### src/hw/rtl/ernn_pkg.sv
// Shared types, codes and table-building functions for the Elman network step.
package ernn_pkg;

    localparam int ACC_W = 48;

    typedef enum logic [0:0] {
        KIND_LOAD = 1'b0,
        KIND_ELEM = 1'b1
    } kind_t;

    localparam logic [2:0] MAT_IH   = 3'd0;
    localparam logic [2:0] MAT_HB   = 3'd1;
    localparam logic [2:0] MAT_CTX  = 3'd2;
    localparam logic [2:0] MAT_HO   = 3'd3;
    localparam logic [2:0] MAT_OB   = 3'd4;

    localparam logic [1:0] REG_INPUT_COUNT  = 2'd0;
    localparam logic [1:0] REG_HIDDEN_COUNT = 2'd1;
    localparam logic [1:0] REG_OUTPUT_COUNT = 2'd2;
    localparam logic [1:0] REG_RECURRENT    = 2'd3;

    typedef struct packed {
        logic acc_load;
        logic mul_start;
    } mac_ctrl_t;

    // Restoring division, used only while the sigmoid table is built
    function automatic logic [63:0] udiv64(input logic [63:0] n, input logic [63:0] d);
        logic [64:0] r;
        logic [63:0] q;
        r = '0;
        q = '0;
        for (int b = 63; b >= 0; b--)
        begin
            r = {r[63:0], n[b]};
            if (r >= {1'b0, d})
            begin
                r = r - {1'b0, d};
                q[b] = 1'b1;
            end
        end
        return q;
    endfunction

    function automatic logic [63:0] exp_neg_q30(input logic [31:0] t);
        logic [63:0] y;
        logic [63:0] term;
        logic [63:0] pos;
        logic [63:0] neg;
        logic [63:0] prod;
        logic [63:0] e;
        y    = {32'd0, t} << 14;
        term = 64'd1 << 30;
        pos  = 64'd1 << 30;
        neg  = '0;
        for (int k = 1; k <= 6; k++)
        begin
            prod = term * y;
            term = udiv64(prod >> 30, 64'(k));
            if ((k % 2) == 1)
            begin
                neg = neg + term;
            end
            else
            begin
                pos = pos + term;
            end
        end
        e = pos - neg;
        for (int k = 0; k < 4; k++)
        begin
            prod = e * e;
            e = prod >> 30;
        end
        return e;
    endfunction

    function automatic logic [31:0] sigmoid_exact(input int x);
        logic [31:0] t;
        logic [63:0] e;
        logic [63:0] den;
        logic [63:0] quo;
        logic [31:0] s;
        t   = (x < 0) ? 32'(-x) : 32'(x);
        e   = exp_neg_q30(t);
        den = (64'd1 << 30) + e;
        quo = udiv64((64'd4096 << 30) + (den >> 1), den);
        s   = quo[31:0];
        return (x < 0) ? (32'd4096 - s) : s;
    endfunction

    function automatic logic [12:0] sig_entry(input int j, input int depth);
        logic [63:0] off;
        logic [31:0] s;
        int          c;
        off = udiv64(64'(j) * 64'd65536 + 64'd32768, 64'(depth));
        c   = -32768 + int'(off[31:0]);
        s   = sigmoid_exact(c);
        return s[12:0];
    endfunction

endpackage

### src/hw/rtl/ernn_mac.sv
// Bit-serial multiply-accumulate: one weight bit per cycle into a wide accumulator.
module ernn_mac
    import ernn_pkg::*;
(
    input  logic                    clk,
    input  logic                    rst_n,
    input  mac_ctrl_t               ctrl,
    input  logic signed [15:0]      bias,
    input  logic signed [15:0]      a,
    input  logic signed [15:0]      w,
    output logic signed [ACC_W-1:0] acc,
    output logic                    done
);

    logic signed [ACC_W-1:0] acc_reg;
    logic signed [ACC_W-1:0] mcand_reg;
    logic        [15:0]      mplier_reg;
    logic        [3:0]       cnt_reg;
    logic                    busy_reg;
    logic signed [ACC_W-1:0] addend;

    always_comb
    begin
        if (!mplier_reg[0])
        begin
            addend = '0;
        end
        else if (cnt_reg == 4'd15)
        begin
            // sign bit of the weight carries negative weight
            addend = -mcand_reg;
        end
        else
        begin
            addend = mcand_reg;
        end
    end

    always_ff @(posedge clk or negedge rst_n)
    begin
        if (!rst_n)
        begin
            busy_reg <= 1'b0;
            cnt_reg  <= '0;
        end
        else if (ctrl.mul_start)
        begin
            busy_reg <= 1'b1;
            cnt_reg  <= '0;
        end
        else if (busy_reg)
        begin
            cnt_reg <= cnt_reg + 4'd1;
            if (cnt_reg == 4'd15)
            begin
                busy_reg <= 1'b0;
            end
        end
    end

    always_ff @(posedge clk)
    begin
        if (ctrl.acc_load)
        begin
            acc_reg <= ACC_W'(bias) <<< 12;
        end
        else if (busy_reg)
        begin
            acc_reg <= acc_reg + addend;
        end
        if (ctrl.mul_start)
        begin
            mcand_reg  <= ACC_W'(a);
            mplier_reg <= w;
        end
        else if (busy_reg)
        begin
            mcand_reg  <= mcand_reg <<< 1;
            mplier_reg <= mplier_reg >> 1;
        end
    end

    assign acc  = acc_reg;
    assign done = busy_reg && (cnt_reg == 4'd15);

endmodule

### config.mk
export PLATFORM = sky130hd
export DESIGN_NAME = ernn_mac
export DESIGN_NICKNAME = d
export VERILOG_FILES = /design/src/hw/rtl/ernn_pkg.sv /design/src/hw/rtl/ernn_mac.sv
export SDC_FILE = /design/constraint.sdc
export NUM_CORES = 1
export LEC_CHECK = 0
export BUFFER_PORTS_ARGS = -buffer_cell sky130_fd_sc_hd__buf_2
export CAP_MARGIN = 10
export CORE_MARGIN = 3
export CORE_UTILIZATION = 30
export CTS_BUF_LIST = sky130_fd_sc_hd__clkbuf_4 sky130_fd_sc_hd__clkbuf_8
export CTS_CLUSTER_DIAMETER = 150
export DETAILED_ROUTE_END_ITERATION = 16
export PLACE_DENSITY_LB_ADDON = 0.25
export SETUP_SLACK_MARGIN = 0.5
export SYNTH_ARGS = -nofsm -noshare
export SYNTH_HDL_FRONTEND = slang
export SYNTH_SLANG_ARGS = --single-unit
### constraint.sdc
create_clock -name clk -period 10.01 [get_ports clk]
set_clock_uncertainty 0.15 [all_clocks]
set_input_delay 2.002 -clock clk [delete_from_list [all_inputs] [get_ports clk]]
set_output_delay 2.002 -clock clk [all_outputs]
set_load 0.01 [all_outputs]
* Yosys cells after proc, flatten, opt, wreduce, memory -nomap -nowiden
Cells that the tools add are included.
Operators by class: add/subtract/negate cells 3, equality and inequality tests 1, muxes and demuxes 13, reduce and logical (&&, ||, !) cells 3
Operators by type and width (number):
- 2-to-1 mux 48 bit | 6
- adder 48 bit | 1
- negator 48 bit | 1
- 2-to-1 mux 16 bit | 2
- 2-to-1 mux 4 bit | 2
- adder 4 x 1 -> 4 bit, second input constant | 1
- == test 4 bit, second input constant | 1
- nonzero test 2 bit | 2
- 2-to-1 mux 1 bit | 3
- logical AND 1 bit | 1
Storage, ports and cells: register bits 117, input port bits 52, output and inout bits 49, logic and storage cells 26

* Depth between registers and ports, before layout
Gate-level depths: netlist (run 1).
depth in word-level cells 6, depth in mapped cells 22, gate-level depth less buffers 21

* Worst setup path after synthesis (run 1)
OpenSTA, ideal clock, no wires.
kind register to register, from reg mcand_reg[1], to reg acc_reg[47], in the netlist acc[47] (data pin), setup time 267 ps, arrival time 4640 ps, required time 9593 ps, slack 4952 ps, stages on the path, launching flop included 23, buffers on the path 1, clock period less this slack 5058 ps, cell sequence edfxtp_1 inv_1 ha_1 or2b_2 or4_4 nor2b_4 nand3_2 or3_1 or3_4 nand2_1 xnor2_1 and2_1 ha_1 clkbuf_1 a21o_1 a21o_1 a21oi_1 o21ai_0 a21o_1 a221o_1 a31oi_1 xor2_1 o21ai_1
On the way: word-level cells in the longest chain between the ends 6
Ends and longest elaborated chain:
- start, declared | RTL line ernn_mac.sv:16 | logic signed [ACC_W-1:0] mcand_reg;
- start signal, assigned | RTL line ernn_mac.sv:73 | mcand_reg <= ACC_W'(a);
- start signal, assigned | RTL line ernn_mac.sv:78 | mcand_reg <= mcand_reg <<< 1;
- negator 48 bit | RTL line ernn_mac.sv:31 | addend = -mcand_reg;
- 2-to-1 mux 48 bit * | RTL line ernn_mac.sv:28 | else if (cnt_reg == 4'd15)
- 2-to-1 mux 48 bit * | RTL line ernn_mac.sv:24 | if (!mplier_reg[0])
- adder 48 bit * | RTL line ernn_mac.sv:69 | acc_reg <= acc_reg + addend;
- 2-to-1 mux 48 bit * | RTL line ernn_mac.sv:67 | else if (busy_reg)
- 2-to-1 mux 48 bit * | RTL line ernn_mac.sv:63 | if (ctrl.acc_load)
- end signal, assigned | RTL line ernn_mac.sv:65 | acc_reg <= ACC_W'(bias) <<< 12;
- end signal, assigned | RTL line ernn_mac.sv:69
- end, declared | RTL line ernn_mac.sv:15 | logic signed [ACC_W-1:0] acc_reg;
Mark *: on every way between the ends. The rest lies on a longest branch, timed or not. The select of a mux whose other input is x is not followed. A chain may end at the register's enable or synchronous reset.

* Worst setup path after layout (run 1)
from reg mcand_reg[2], to reg acc_reg[43], in the netlist acc[43] (data pin)
The elaborated chain is that of the path after synthesis.

==> results of run 1 <==
==> kinds of logic after synthesis <==
| group | after synthesis | share of synthesized area (%) |
|---|---|---|
| DFF | 117 | 38.62 |
| adders and majority gates | 50 | 7.259 |
| xor gates and xnor gates | 81 | 8.134 |
| buffers and inverters | 97 | 4.705 |
| and+or+nand+nor | 276 | 16.50 |
| AOI/OAI and AO/OA | 289 | 20.27 |
| muxes | 36 | 4.519 |
==> placed cells by master (no fill, tap or decap), drive strengths merged, types with 9 or more instances in the layout <==
| master | synthesis | final |
|---|---|---|
| dfxtp | 12 | 12 |
| xor2 | 20 | 20 |
| o21ai | 107 | 107 |
| a21o | 23 | 23 |
| ha | 49 | 49 |
| nand3 | 12 | 12 |
| and3 | 13 | 13 |
| o31ai | 14 | 14 |
| and2 | 48 | 48 |
| xnor2 | 61 | 61 |
| mux2i | 9 | 9 |
| nor2 | 51 | 51 |
| mux2 | 27 | 27 |
| nor3 | 17 | 17 |
| inv | 51 | 53 |
| clkbuf | 42 | 22 |
| o21bai | 10 | 10 |
| buf | 2 | 109 |
| a31oi | 16 | 16 |
| edfxtp | 100 | 100 |
| or3 | 17 | 17 |
| a21oi | 70 | 70 |
| nand2 | 72 | 72 |
| nand4 | 18 | 18 |
==> tightest hold or removal path, cell delays in order, from the launching register on <==
cell     delay, ns
dfxtp_1       0.33
nand2_1       0.05
o21ai_0       0.06
==> metal layers <==
metal | share of wire, % | track usage, % | vias to the layer above
met1 | 49 | 20.83 | 3386
met3 | 5.3 | 3.140 | 26
met2 | 44 | 22.38 | 206
met5 | 0.031 | 0 | -
li1 | - | - | 3637
met4 | 1.9 | 4.779 | 2
==> power by group <==
| group | switching [W] | internal (W) |
|---|---|---|
| logic | 0.000405 | 0.000286 |
| registers | 0.0000678 | 0.000629 |
| clock network | 0.000202 | 0.000287 |
| total | 0.000675 | 0.00120 |
==> final timing paths <==
kind	from	to	slack, ns	cells past startpoint
setup / recovery	mcand_reg[2]	acc[43]	4.23	16
hold / removal	acc[10]	acc[10]	0.34	2
setup reg to reg	mcand_reg[2]	acc[43]	4.23	16
hold reg to reg	acc[10]	acc[10]	0.34	2
max in group asynchronous	rst_n	busy_reg	8.38	1
min in group asynchronous	rst_n	cnt_reg[3]	1.20	1
==> layout make-up <==
cell class	instances	area [sq um]
Clock inverter	10	152.6
Tap cell	378	473.0
Clock buffer	22	277.8
Inverter	51	191.4
Timing Repair Buffer	109	568.0
Multi-Input combinational cell	732	4943
Sequential cell	117	3368
Fill cell	2937	18270
==> cells in the mapped netlist (all sizes together), types with 9 or more instances <==
master	number
mux2i	9
or3	17
edfxtp	100
o31ai	14
mux2	27
nand4	18
a21o	23
nor3	17
and2	48
a31oi	16
o21bai	10
o21ai	107
nand2	72
dfxtp	12
a21oi	70
inv	51
nor2	51
clkbuf	42
and3	13
xor2	20
nand3	12
ha	49
xnor2	61
==> stage by stage <==
step                      setup slack, ns  cell area [sq um]
final                               4.229               9975
after global routing                3.872               9975
after CTS                           4.244               9975
after detailed placement            4.288               9544
after global placement              4.269               9544
after floorplan                     4.952               8722
==> run_results.csv, run 1 <==
group,metric,value,unit
critical_path,slowest_stage,"nor4_1",
clock_network,clock_latency,0.46,ns
critical_path,worstPathRequired,10.18,ns
critical_path,end_kind,"register",
critical_path,critPathBufInv,0,
synthesis,ys_seq_area_share,38.62,%
synthesis,syn-cell-area,8722,sq um
floorplanning,design.die.area,31160,sq um
synthesis,synth.net_count,1048,
global_route,grt_pass1_vias,7041,
sta,timing.final.hold_violations,0,
synthesis,synthCells,946,
detailed_routing,wl,22870,um
critical_path,critPathArrivalTime,5.95,ns
power,p_leak,4.132,nW
floorplanning,core_area,28240,sq um
critical_path,critical-path-max-stage-delay,0.67,ns
global_route,grt_antenna_before_repair,1,
critical_path,cp_common_cell,"and2_1",
clock_network,cts_inserted_buffers,17,
critical_path,path_class,"reg2reg",
synthesis,async_reset_ff_share,4.274,%
sta,fmax,173.0,MHz
detailed_routing,routed-via-count,7257,
detailed_routing,first_iter_violations,515,
synthesis,synth_edf_count,100,
power,finalPower,0.001878,W
synthesis,yosysTopAreaCell,"edfxtp_1",
run_status,run_status,"finished, final reports clean",
final_layout,syn_to_final_growth,14.36,%
worst_hold_path,hp-class,"reg2reg",
global_route,grt_util_all_layers,14.71,%
sta,fin_crit_sh,57.76,%
clock_network,cts_max_level,4,
synthesis,synthTopCellsByArea,"edfxtp_1, ha_1, xnor2_1",
clock_network,cts.clk_slew.worst_paths,0.07,ns
synthesis,synth_ff_type,"edfxtp_1",
place,dp_cells,1387,
critical_path,cp_cell_sequence,"or3_1 > nor4_1 > and2_1 > a31oi_1 > xnor2_1 > and2_1 > ha_1 > nand4_1 > nor3_1 > o2111ai_1 > o211ai_1 > o21ai_0 > o311ai_1 > a21oi_1 > or4_1 > nand3_1",
sta,worst_pin_slew,0.9749,ns
final_layout,utilization,35.32,%
sta,tns,0,ns
place,gp_congestion,0.8610,
detailed_routing,drc,0,
detailed_routing,ant_nets,0,
clock_network,numClockSinks,117,
clock_network,cts_hold_buffers,0,
critical_path,crit_path_max_fanout,9,
final_layout,drive_gt1_share,18.16,%
sta,setup-violations-final,0,
sta,fin_crit,5.781,ns
sta,rsz0062_at_grt,"false",
synthesis,synth_cell_type_count,64,
floorplanning,die_h,176.5,um
clock_network,cts_tree,"built",
floorplanning,rows,61,
synthesis,synth_warnings,0,
sta,max_slew_margin,35.01,%
clock_network,clock_path_buffers,2,
clock_network,post_cts_buffers,0,
detailed_routing,routedWlPerCell,16.12,um
floorplanning,initial_utilization,30.89,%
critical_path,path_delay_family,"simple AND/OR/NAND/NOR gates",
synthesis,synth_top_area_share,34.43,%
floorplanning,die_x,176.5,um
detailed_routing,vias_per_cell,5.114,
global_route,grt_max_degree,74,
place,numPortBuffers,100,
synthesis,avgSynthCellArea,9.220,sq um
clock_network,cts_resized,0,
final_layout,diodes,0,
place,dp_hpwl,17270,um
synthesis,ys_seq_elements,117,
final_layout,nNetsFinal,1130,
floorplanning,pin_count,101,
power,irDropWorstVdd,0.00008136,V
clock_network,root_buffer,"clkbuf_8",
power,power_density,188.3,nW/um^2
sta,maxSlewViolCount,0,
global_route,grt_pass1_wl,36830,um
sta,fin_hold_ws,0.3363,ns
critical_path,startpoint_type,"register",
run,cap_violations,0,
final_layout,final_cells,1419,
detailed_routing,firstDrtPassIters,5,
global_route,overflow,0,
No activity file was read; power rests on OpenSTA's default activity.
==> inputs of run 2 (changes only) <==
clock period = 4.7 ns   (was 10.01 ns; I/O delays follow)
==> run_results.csv, run 2 (synthesized netlist as in run 1, its figures left out) <==
group,metric,value,unit
critical_path,startpoint_type,"register",
critical_path,cp_cell_sequence,"inv_2 > ha_4 > or2b_4 > or4_4 > nor2b_4 > buf_6 > nand4_1 > nor3_4 > buf_4 > a41oi_2 > xnor2_1 > and2_4 > ha_4 > buf_4 > inv_1 > o21bai_1 > a21oi_2 > o21ai_0 > a21oi_1 > nor2b_4 > a211oi_2 > o21a_1 > o31ai_1",
sta,max_slew_margin,33.63,%
power,power_switching,0.001809,W
sta,tns,-0.5126,ns
clock_network,numClockSinks,117,
detailed_routing,routed-via-count,8043,
sta,fin_hold_ws,0.1404,ns
critical_path,slowest_stage,"or4_4",
place,gp_congestion,0.8734,
detailed_routing,routedWlPerCell,16.56,um
worst_hold_path,hp-class,"in2async",
final_layout,utilization,43.82,%
final_layout,final_cell_mix,"buf_4, edfxtp_1, buf_2",
power,p_leak,5.206,nW
floorplanning,rows,61,
global_route,grt_max_degree,73,
final_layout,syn_to_final_growth,41.89,%
floorplanning,initial_utilization,30.89,%
floorplanning,die_h,176.5,um
run,cap_violations,0,
final_layout,layout_commonest_cell,"buf_4",
sta,fin_crit,4.817,ns
power,irDropWorstVdd,0.0001554,V
final_layout,final_cells,1596,
critical_path,critical-path-max-stage-delay,0.45,ns
floorplanning,pin_count,101,
final_layout,nNetsFinal,1306,
floorplanning,design.die.area,31160,sq um
sta,worst_pin_slew,0.9931,ns
sta,fin_crit_sh,102.5,%
critical_path,path_class,"reg2reg",
detailed_routing,first_iter_violations,517,
place,dp_cells,1537,
detailed_routing,firstDrtPassIters,7,
power,pwr-share-comb,46.0,%
sta,setup-violations-final,7,
global_route,grt_util_all_layers,16.93,%
final_layout,drive_gt1_share,42.07,%
critical_path,crit_path_max_fanout,4,
run_status,run_status,"finished with violations",
global_route,grt_pass1_vias,8070,
sta,timing.final.hold_violations,0,
run_status,violations,"negative setup slack",
power,switching_share,36.25,%
power,pwr-share-clk,23.7,%
clock_network,clock_path_buffers,2,
power,p_int,0.003181,W
critical_path,worstPathRequired,4.72,ns
detailed_routing,ant_nets,0,
global_route,grt_pass1_wl,42280,um
place,numPortBuffers,100,
detailed_routing,wl,26430,um
sta,maxSlewViolCount,0,
place,dp_hpwl,19220,um
clock_network,cts_max_level,4,
detailed_routing,drc,0,
floorplanning,die_x,176.5,um
critical_path,end_kind,"register",
global_route,grt_antenna_before_repair,0,
detailed_routing,vias_per_cell,5.039,
final_layout,num-fill-cells,2775,
power,power_density,403.2,nW/um^2
clock_network,cts.clk_slew.worst_paths,0.09,ns
global_route,overflow,0,
clock_network,cts_hold_buffers,0,
clock_network,cts_tree,"built",
clock_network,clock_latency,0.45,ns
sta,layout_setup_ws,-0.1172,ns
floorplanning,core_area,28240,sq um
power,seqPwrFrac,30.3,%
sta,fmax,207.6,MHz
clock_network,cts_inserted_buffers,17,
critical_path,critPathArrivalTime,4.84,ns
sta,rsz0062_at_grt,"true",
power,finalPower,0.004990,W
clock_network,root_buffer,"clkbuf_8",
-- run 2: cell types whose count changed in the layout (fill, tap and decap cells not counted), sizes merged --
| cell | delta |
|---|---|
| clkinvlp | +2 |
| buf | +176 |
| bufinv | +2 |
| diode | +1 |
| clkinv | +1 |
| clkbuf | -5 |
-- run 2: per-stage QoR --
step | setup slack (ns) | instance area, sq um
global placement | -0.1952 | 10800
finish | -0.1172 | 12380
detailed placement | -0.1747 | 10800
floorplan | -0.1539 | 8872
CTS | 0.01031 | 11920
global route | -0.3311 | 12370
-- run 2: final timing paths --
path	slack, ns	to	cells after the start	from
max	-0.12	acc[44]	23	mcand_reg[1]
min	0.14	cnt_reg[2]	1	rst_n
max reg2reg	-0.12	acc[44]	23	mcand_reg[1]
min reg2reg	0.38	acc[9]	2	acc[9]
max in group asynchronous	4.10	cnt_reg[1]	1	rst_n
min in group clk	0.38	acc[9]	2	acc[9]
-- run 2: what timing repair did --
item	in CTS	in global routing
gates cloned	0	0
setup endpoints to repair	32	31
buffers inserted	14	12
resized for setup	106	84
pin swaps	59	42
-- run 2: worst max-delay path, delay by kind of cell (launching register included) --
kind                     cells  cell delay (ns)
AO/OA/AOI/OAI                8             1.25
AND/OR/NAND/NOR              7             1.61
adder cells (fa/ha/maj)      2             0.42
XOR/XNOR                     1             0.15
buffers and inverters        5             0.54
flip-flops                   1             0.41
-- run 2: final cells by class --
class / count / area (sq um) / area share, %
Tap cell: 378 / 473.0 / 3.822
Sequential cell: 117 / 3368 / 27.22
Timing Repair Buffer: 285 / 1934 / 15.63
Inverter: 51 / 191.4 / 1.547
Antenna cell: 1 / 2.502 / 0.02022
Clock buffer: 17 / 234.0 / 1.891
Clock inverter: 15 / 252.7 / 2.042
Multi-Input combinational cell: 732 / 5919 / 47.83
-- run 2: power groups by stage --
stage	clock network, W	logic (W)	registers, W
after global routing	0.00124	0.00252	0.00154
after CTS	0.00120	0.00211	0.00151
after floorplan	0	0.00108	0.00152
after global placement	0	0.00190	0.00151
final	0.00118	0.00230	0.00151
after detailed placement	0	0.00191	0.00151
-- run 2: metal layers --
| metal | wire length, um | GRT usage [%] | up-vias |
|---|---|---|---|
| met1 | 12570 | 23.68 | 3799 |
| met2 | 11850 | 26.38 | 215 |
| met3 | 1492 | 3.312 | 29 |
| met4 | 520 | 5.434 | 0 |
| li1 | - | - | 4000 |
| met5 | 0 | 0 | - |
